### src/sv/tqst_pkg.sv
// ----------------------------------------------------------------------------
// tqst_pkg
// Shared types and constants for the timer query slot tracker.
// ----------------------------------------------------------------------------
package tqst_pkg;

    localparam int RING_SIZE_DEF   = 4;
    localparam int STAMP_WIDTH_DEF = 32;
    localparam int CNT_W           = 32;
    localparam int ELAPSED_W       = 64;
    localparam int SLOT_W          = 2;

    typedef enum logic [1:0] {
        OP_BEGIN  = 2'd0,
        OP_END    = 2'd1,
        OP_TAKE   = 2'd2,
        OP_UNUSED = 2'd3
    } t_opcode;

    typedef enum logic [2:0] {
        ST_IGNORED   = 3'd0,
        ST_BEGUN     = 3'd1,
        ST_ENDED     = 3'd2,
        ST_NOFREE    = 3'd3,
        ST_TAKEN     = 3'd4,
        ST_NOTREADY  = 3'd5,
        ST_DISCARDED = 3'd6,
        ST_NONE      = 3'd7
    } t_status;

    typedef struct packed {
        t_opcode               opcode;
        logic                  result_ready;
        logic                  clock_disjoint;
        logic [ELAPSED_W-1:0]  elapsed_in;
    } t_in;

    typedef struct packed {
        t_status               status;
        logic [SLOT_W-1:0]     slot;
        logic [ELAPSED_W-1:0]  elapsed_out;
        logic [CNT_W-1:0]      skipped_count;
        logic [CNT_W-1:0]      submitted_count;
        logic [CNT_W-1:0]      resolved_count;
        logic [CNT_W-1:0]      discarded_count;
    } t_out;

    typedef struct packed {
        logic accept;     // latch beat, restart oldest-stamp scan
        logic scan_step;  // examine one slot
        logic commit;     // apply operation, load result register
    } t_cmd;

    typedef struct packed {
        logic is_take;
        logic scan_last;
    } t_sts;

endpackage

### src/sv/tqst_ctrl.sv
// ----------------------------------------------------------------------------
// tqst_ctrl
// Sequencer: accepts a beat, runs the slot scan for take, commits the
// operation when the result register is free, and owns both handshakes.
// ----------------------------------------------------------------------------
module tqst_ctrl
    import tqst_pkg::*;
(
    input  logic i_clk,
    input  logic i_rst_n,
    input  logic i_in_valid,
    output logic o_in_ready,
    output logic o_out_valid,
    input  logic i_out_ready,
    input  t_sts i_sts,
    output t_cmd o_cmd
);

    typedef enum logic [2:0] {
        S_IDLE  = 3'b001,
        S_SCAN  = 3'b010,
        S_WRITE = 3'b100
    } t_state;

    t_state r_state, n_state;
    logic   r_out_valid, n_out_valid;
    logic   accept, commit;

    assign o_in_ready  = (r_state == S_IDLE);
    assign o_out_valid = r_out_valid;
    assign accept      = i_in_valid && o_in_ready;
    assign commit      = (r_state == S_WRITE) && (!r_out_valid || i_out_ready);

    assign o_cmd.accept    = accept;
    assign o_cmd.scan_step = (r_state == S_SCAN);
    assign o_cmd.commit    = commit;

    always_comb begin
        n_state = r_state;
        unique case (r_state)
            S_IDLE: begin
                if (accept) begin
                    n_state = i_sts.is_take ? S_SCAN : S_WRITE;
                end
            end
            S_SCAN: begin
                if (i_sts.scan_last) begin
                    n_state = S_WRITE;
                end
            end
            S_WRITE: begin
                if (commit) begin
                    n_state = S_IDLE;
                end
            end
            default: n_state = S_IDLE;
        endcase
    end

    always_comb begin
        n_out_valid = r_out_valid;
        if (commit) begin
            n_out_valid = 1'b1;
        end else if (i_out_ready) begin
            n_out_valid = 1'b0;
        end
    end

    always_ff @(posedge i_clk) begin
        if (!i_rst_n) begin
            r_state     <= S_IDLE;
            r_out_valid <= 1'b0;
        end else begin
            r_state     <= n_state;
            r_out_valid <= n_out_valid;
        end
    end

    a_one_beat: assert property (@(posedge i_clk) disable iff (!i_rst_n)
        accept |=> !o_in_ready)
        else $error("second beat accepted while busy");

    a_commit_valid: assert property (@(posedge i_clk) disable iff (!i_rst_n)
        commit |=> o_out_valid)
        else $error("committed result not presented");

    a_commit_state: assert property (@(posedge i_clk) disable iff (!i_rst_n)
        commit |=> (r_state == S_IDLE))
        else $error("sequencer did not return to idle after commit");

endmodule

### src/sv/tqst_dp.sv
// ----------------------------------------------------------------------------
// tqst_dp
// Slot state, stamps, counters, oldest-stamp scan and result register.
// ----------------------------------------------------------------------------
module tqst_dp
    import tqst_pkg::*;
#(
    parameter int RING_SIZE   = RING_SIZE_DEF,
    parameter int STAMP_WIDTH = STAMP_WIDTH_DEF
)
(
    input  logic i_clk,
    input  logic i_rst_n,
    input  t_cmd i_cmd,
    output t_sts o_sts,
    input  t_in  i_in,
    input  logic i_cfg_we,
    input  logic i_cfg_data,
    output t_out o_out
);

    localparam int IW = $clog2(RING_SIZE);
    localparam logic [IW:0]   RING_W = (IW+1)'(RING_SIZE);
    localparam logic [IW-1:0] LAST   = IW'(RING_SIZE - 1);

    logic                   r_enabled;
    t_in                    r_item;
    logic [RING_SIZE-1:0]   r_pend, n_pend;
    logic [STAMP_WIDTH-1:0] r_stamp [RING_SIZE];
    logic                   r_act_v, n_act_v;
    logic [IW-1:0]          r_act_slot, n_act_slot;
    logic [IW-1:0]          r_wp, n_wp;
    logic [STAMP_WIDTH-1:0] r_next_stamp, n_next_stamp;
    logic [CNT_W-1:0]       r_skip, n_skip;
    logic [CNT_W-1:0]       r_submit, n_submit;
    logic [CNT_W-1:0]       r_resolve, n_resolve;
    logic [CNT_W-1:0]       r_discard, n_discard;
    logic [IW-1:0]          r_scan_idx;
    logic                   r_best_v;
    logic [IW-1:0]          r_best_idx;
    logic [STAMP_WIDTH-1:0] r_best_stamp;
    t_out                   r_out, n_out;

    logic [STAMP_WIDTH-1:0] scan_stamp;
    logic                   stamp_we;
    logic [IW:0]            cand;
    logic                   free_found;
    logic [IW-1:0]          free_slot;
    logic [IW:0]            wp_inc;

    assign o_sts.is_take   = (i_in.opcode == OP_TAKE);
    assign o_sts.scan_last = (r_scan_idx == LAST);
    assign o_out           = r_out;
    assign scan_stamp      = r_stamp[r_scan_idx];

    // rotating first-free search from the write pointer
    always_comb begin
        free_found = 1'b0;
        free_slot  = '0;
        cand       = '0;
        for (int k = RING_SIZE - 1; k >= 0; k--) begin
            cand = {1'b0, r_wp} + (IW+1)'(k);
            if (cand >= RING_W) begin
                cand = cand - RING_W;
            end
            if (!r_pend[cand[IW-1:0]]) begin
                free_found = 1'b1;
                free_slot  = cand[IW-1:0];
            end
        end
    end

    assign wp_inc = {1'b0, free_slot} + (IW+1)'(1);

    always_comb begin
        n_pend       = r_pend;
        n_act_v      = r_act_v;
        n_act_slot   = r_act_slot;
        n_wp         = r_wp;
        n_next_stamp = r_next_stamp;
        n_skip       = r_skip;
        n_submit     = r_submit;
        n_resolve    = r_resolve;
        n_discard    = r_discard;
        stamp_we     = 1'b0;
        n_out        = '0;
        n_out.status = ST_IGNORED;
        if (r_enabled) begin
            unique case (r_item.opcode)
                OP_BEGIN: begin
                    if (!r_act_v) begin
                        if (free_found) begin
                            n_act_v      = 1'b1;
                            n_act_slot   = free_slot;
                            n_wp         = (wp_inc == RING_W) ? '0 : wp_inc[IW-1:0];
                            n_out.status = ST_BEGUN;
                            n_out.slot   = SLOT_W'(free_slot);
                        end else begin
                            n_skip       = r_skip + 1'b1;
                            n_out.status = ST_NOFREE;
                        end
                    end
                end
                OP_END: begin
                    if (r_act_v) begin
                        n_pend[r_act_slot] = 1'b1;
                        stamp_we           = 1'b1;
                        n_next_stamp       = r_next_stamp + 1'b1;
                        n_submit           = r_submit + 1'b1;
                        n_act_v            = 1'b0;
                        n_out.status       = ST_ENDED;
                        n_out.slot         = SLOT_W'(r_act_slot);
                    end
                end
                OP_TAKE: begin
                    if (!r_best_v) begin
                        n_out.status = ST_NONE;
                    end else begin
                        n_out.slot = SLOT_W'(r_best_idx);
                        if (!r_item.result_ready) begin
                            n_out.status = ST_NOTREADY;
                        end else begin
                            n_pend[r_best_idx] = 1'b0;
                            if (r_item.clock_disjoint) begin
                                n_discard    = r_discard + 1'b1;
                                n_out.status = ST_DISCARDED;
                            end else begin
                                n_resolve         = r_resolve + 1'b1;
                                n_out.status      = ST_TAKEN;
                                n_out.elapsed_out = r_item.elapsed_in;
                            end
                        end
                    end
                end
                default: n_out.status = ST_IGNORED;
            endcase
        end
        n_out.skipped_count   = n_skip;
        n_out.submitted_count = n_submit;
        n_out.resolved_count  = n_resolve;
        n_out.discarded_count = n_discard;
    end

    always_ff @(posedge i_clk) begin
        if (i_cmd.accept) begin
            r_item <= i_in;
        end
        if (i_cmd.commit) begin
            r_out <= n_out;
        end
        if (i_cmd.commit && stamp_we) begin
            r_stamp[r_act_slot] <= r_next_stamp;
        end
        if (i_cmd.scan_step) begin
            if (r_pend[r_scan_idx] && (!r_best_v || scan_stamp < r_best_stamp)) begin
                r_best_idx   <= r_scan_idx;
                r_best_stamp <= scan_stamp;
            end
        end
    end

    always_ff @(posedge i_clk) begin
        if (!i_rst_n) begin
            r_enabled    <= 1'b1;
            r_pend       <= '0;
            r_act_v      <= 1'b0;
            r_act_slot   <= '0;
            r_wp         <= '0;
            r_next_stamp <= '0;
            r_skip       <= '0;
            r_submit     <= '0;
            r_resolve    <= '0;
            r_discard    <= '0;
            r_scan_idx   <= '0;
            r_best_v     <= 1'b0;
        end else begin
            if (i_cfg_we) begin
                r_enabled <= i_cfg_data;
            end
            if (i_cmd.accept) begin
                r_scan_idx <= '0;
                r_best_v   <= 1'b0;
            end else if (i_cmd.scan_step) begin
                if (r_pend[r_scan_idx]) begin
                    r_best_v <= 1'b1;
                end
                r_scan_idx <= (r_scan_idx == LAST) ? '0 : r_scan_idx + 1'b1;
            end
            if (i_cmd.commit) begin
                r_pend       <= n_pend;
                r_act_v      <= n_act_v;
                r_act_slot   <= n_act_slot;
                r_wp         <= n_wp;
                r_next_stamp <= n_next_stamp;
                r_skip       <= n_skip;
                r_submit     <= n_submit;
                r_resolve    <= n_resolve;
                r_discard    <= n_discard;
            end
        end
    end

    a_active_free: assert property (@(posedge i_clk) disable iff (!i_rst_n)
        r_act_v |-> !r_pend[r_act_slot])
        else $error("active slot is also pending");

    a_taken_zero_else: assert property (@(posedge i_clk) disable iff (!i_rst_n)
        (i_cmd.commit && n_out.status != ST_TAKEN) |=> (r_out.elapsed_out == '0))
        else $error("elapsed reported without a take");

endmodule

### src/sv/timer_query_slot_tracker_unit.sv
// ----------------------------------------------------------------------------
// timer_query_slot_tracker_unit
// Ring of timer measurement slots driven by begin, end and take operations.
//
// Input channel i_in (valid/ready) carries one operation per beat; output
// channel o_out (valid/ready) returns exactly one result beat per operation,
// in order. i_cfg_we/i_cfg_data write the enable bit; write only while idle.
// Begin and end go from the accepted beat straight to the write state, which
// commits the result to the output register. Take first walks the slots one
// per cycle to find the oldest stamp, then goes to the write state.
// One operation is in flight at a time; the next beat is accepted once the
// previous result sits in the output register, even if the receiver has not
// taken it. A stalled receiver holds the result register and, after at most
// one further operation, holds off the input channel.
// Reset (synchronous, active low) frees all slots, clears the counters,
// the stamp counter and the write pointer, and sets the enable bit.
// ----------------------------------------------------------------------------
module timer_query_slot_tracker_unit
    import tqst_pkg::*;
#(
    parameter int RING_SIZE   = RING_SIZE_DEF,
    parameter int STAMP_WIDTH = STAMP_WIDTH_DEF
)
(
    input  logic i_clk,
    input  logic i_rst_n,
    input  logic i_in_valid,
    output logic o_in_ready,
    input  t_in  i_in,
    output logic o_out_valid,
    input  logic i_out_ready,
    output t_out o_out,
    input  logic i_cfg_we,
    input  logic i_cfg_data
);

    t_cmd cmd;
    t_sts sts;

    tqst_ctrl u_ctrl (
        .i_clk       (i_clk),
        .i_rst_n     (i_rst_n),
        .i_in_valid  (i_in_valid),
        .o_in_ready  (o_in_ready),
        .o_out_valid (o_out_valid),
        .i_out_ready (i_out_ready),
        .i_sts       (sts),
        .o_cmd       (cmd)
    );

    tqst_dp #(
        .RING_SIZE   (RING_SIZE),
        .STAMP_WIDTH (STAMP_WIDTH)
    ) u_dp (
        .i_clk      (i_clk),
        .i_rst_n    (i_rst_n),
        .i_cmd      (cmd),
        .o_sts      (sts),
        .i_in       (i_in),
        .i_cfg_we   (i_cfg_we),
        .i_cfg_data (i_cfg_data),
        .o_out      (o_out)
    );

endmodule

### config.mk
export PLATFORM = sky130hd
export DESIGN_NAME = timer_query_slot_tracker_unit
export DESIGN_NICKNAME = d
export VERILOG_FILES = /design/src/sv/tqst_pkg.sv /design/src/sv/tqst_ctrl.sv /design/src/sv/tqst_dp.sv /design/src/sv/timer_query_slot_tracker_unit.sv
export SDC_FILE = /design/constraint.sdc
export NUM_CORES = 1
export LEC_CHECK = 0
export BUFFER_PORTS_ARGS = -buffer_cell sky130_fd_sc_hd__buf_2
export CAP_MARGIN = 10
export CORE_UTILIZATION = 55
export CTS_BUF_LIST = sky130_fd_sc_hd__clkbuf_8
export DETAILED_ROUTE_END_ITERATION = 8
export PLACE_DENSITY = 0.78
export SLEW_MARGIN = 20
export SYNTH_ARGS = -nofsm -noshare
export SYNTH_HDL_FRONTEND = slang
export SYNTH_HIERARCHICAL = 1
export SYNTH_SLANG_ARGS = --single-unit
export TNS_END_PERCENT = 30
### constraint.sdc
create_clock -name i_clk -period 6.4 [get_ports i_clk]
set_clock_uncertainty 0.05 [all_clocks]
set_input_delay 0.64 -clock i_clk [delete_from_list [all_inputs] [get_ports i_clk]]
set_output_delay 0.64 -clock i_clk [all_outputs]
set_load 0.05 [all_outputs]
==> qor.yml <==
min_path:
  min_from: "i_in[22]"
  min_path_type: "in2reg"
  worstHoldPathCells: 1
yosys:
  synth-edff-count: 427
  synth_top_area_share: 0.504
  synth.most_common_cell: "edfxtp_1"
  ys_seq_area_frac: 0.644
  synth_top_cells_by_count: "edfxtp_1 (427), dfxtp_1 (179), nor2_1 (155)"
  yosysTopAreaCell: "edfxtp_1"
  ys_top_cells_by_area: "edfxtp_1 (50%), dfxtp_1 (14%), xor2_1 (3.7%), xnor2_1 (3.6%), mux4_2 (2.9%)"
  ys_ff_latch: 606
  synth_cells: 2002
  syn_nets: 2113
  ys_types: 76
  synthArstFlopShare: 0
  avgSynthCellArea_um2: 12.7
  syn_area_mm2: 0.0255
  ys.flop_type: "edfxtp_1"
  synth_warnings: 6
routing:
  first_iter_violations: 1262
  wire_per_inst_um: 18.0
  via_per_inst: 5.63
  drc: 0
  wirelength_um: 53200
  vias: 16700
  drt_pass1_iterations: 5
  ant_nets: 0
worst_setup_path:
  cp-end-kind: "flop"
  reg2reg_depth: 9
  worstPathMaxFanout: 21
  cp.required_ns: 6.68
  cpMaxStageDelayCell: "o22ai_2"
  max_stage_delay_ns: 0.80
  path_cells: "buf_4, mux4_2, ha_1, a22oi_1, o211ai_1, a221oi_1, o221ai_1, o22ai_2, buf_4"
  worstPathArrival_ns: 4.53
  crit_path_start_kind: "flop"
  worstSetupPathType: "reg2reg"
  crit_top_cell: "buf_4"
cells_and_area:
  finalInstanceArea_mm2: 0.0293
  final_net_count: 2395
  antenna_cells: 0
  area_growth_pct: 14.9
  drive_above_1_share: 0.208
die:
  num_rows: 78
  initial_utilization: 0.560
  die_y_um: 217
  die_area_mm2: 0.0472
  placeableCoreArea_mm2: 0.0455
  dieWidth_um: 217
  io_pins: 273
clock_network:
  clk_path_buf_depth: 3
  clockRootBuffer: "clkbuf_8"
  worstSkewPairLatency_ns: 0.67
  cts_buffers: 94
  cts.sinks: 606
  cts_setup_buffers: 0
  cts_tree: "built"
  post_cts_resized: 0
  h-tree-depth: 3
  clk_pin_slew_worst_paths_ns: 0.06
  cts_hold_buf: 0
global_route:
  grt_pass1_wl_um: 84400
  grt_overflow_total: 0
  antenna_found_initial: 4
  grt.total_usage: 0.225
  grt_pass1_vias: 16400
  grt_max_degree: 118
run_status:
  outcome: "completed"
placement:
  post_dp_cell_area_mm2: 0.0273
  globalplace.congestion: 0.853
  io_buffers: 272
  dp_hpwl_um: 34700
power_and_ir_drop:
  ir_drop_v: 0.000289
  pwr_density_cell_mw_per_mm2: 262
  power_leakage_nw: 10.9
flow_run:
  cap_violations: 0
sta:
  tightest_slew_ns: 1.10
  setup-tns-final_ns: 0
  fin_crit_ns: 4.26
  relSlewSlack: 0.267
  fin_crit_sh: 0.665
  hold_violations: 0
  fmax_ghz: 0.235
  setup_viol_count_final: 0
  fin_hold_ws_ns: 0.0930
  finalMaxSlewViolations: 0
  rsz0062_at_grt: "false"
critical path, delay by kind of cell, from the launching register on:
kind	cells	cell delay [ns]
compound gates	5	1.65
buf+inv	2	0.83
flops	1	0.69
mux	1	0.38
fa+ha+maj	1	0.32
placed cells by master (no fill, tap or decap), drive strengths merged, types with 33 or more instances in the layout:
master	n
edfxtp	427
buf	285
dfxtp	179
nor2	156
nand2	128
clkbuf	108
xor2	108
xnor2	106
inv	91
nand3	90
a21oi	84
and2	79
nand4	73
o21ai	41
nor3	39
ha	37
or3	36
nor4	34
mux4	33
report_power, final:
group          internal [mW]  leakage, nW  switching (mW)
Clock                   1.75         1.08            1.48
Sequential              4.23         5.58          0.0238
Combinational         0.0464         4.25           0.145
Total                   6.02         10.9            1.65
sequential cells by signal (all words and copies together), names as in the netlist, 32 cells and up, named ones only:
| signal | cells |
|---|---|
| u_dp/o_out | 197 |
| u_dp/r_stamp | 128 |
| u_dp/r_item | 68 |
| u_dp/r_best_stamp | 32 |
| u_dp/r_discard | 32 |
| u_dp/r_next_stamp | 32 |
| u_dp/r_resolve | 32 |
| u_dp/r_skip | 32 |
| u_dp/r_submit | 32 |
worst paths after layout:
check | endpoint | slack [ns]
max | u_dp/r_best_stamp[29] | 2.14
min | u_dp/r_item[22] | 0.09
max reg2reg | u_dp/r_best_stamp[29] | 2.14
min reg2reg | u_dp/r_discard[31] | 0.44
area by class of cell:
| cell class | count | area [µm²] |
|---|---|---|
| clock buffers | 108 | 1490 |
| well taps | 600 | 751 |
| clock inverters | 69 | 425 |
| multi-input cells | 1236 | 8480 |
| inverters | 61 | 231 |
| fillers | 3391 | 16200 |
| flip-flops and latches | 606 | 16400 |
| repair buffers | 285 | 1470 |
per-stage QoR:
step / setup slack [ns] / power (mW) / std cells / utilization
after global routing: 1.92 / 7.93 / 2965 / 0.643
after floorplan: 0.449 / 4.46 / 2002 / -
after CTS: 1.85 / 7.75 / 2965 / 0.643
after detailed placement: 1.86 / 4.53 / 2788 / 0.601
after global placement: 2.06 / 4.52 / 2788 / 0.601
final: 2.14 / 7.67 / 2965 / 0.643
logic make-up after synthesis:
kind of cell	Yosys count	synth area share
buffers and inverters	160	0.0248
adder cells (fa/ha/maj)	37	0.0182
multiplexers	44	0.0337
flip-flops	606	0.644
AND/OR/NAND/NOR	748	0.160
XOR/XNOR	214	0.0736
AO/OA/AOI/OAI	193	0.0457
routing by layer:
layer	GRT usage	vias up	wire (µm)
li1	-	7918	-
met1	0.283	8057	21500
met2	0.364	579	25800
met3	0.0647	127	4260
met4	0.0988	8	1660
met5	0	-	46
(Power assumes the default switching activity.)
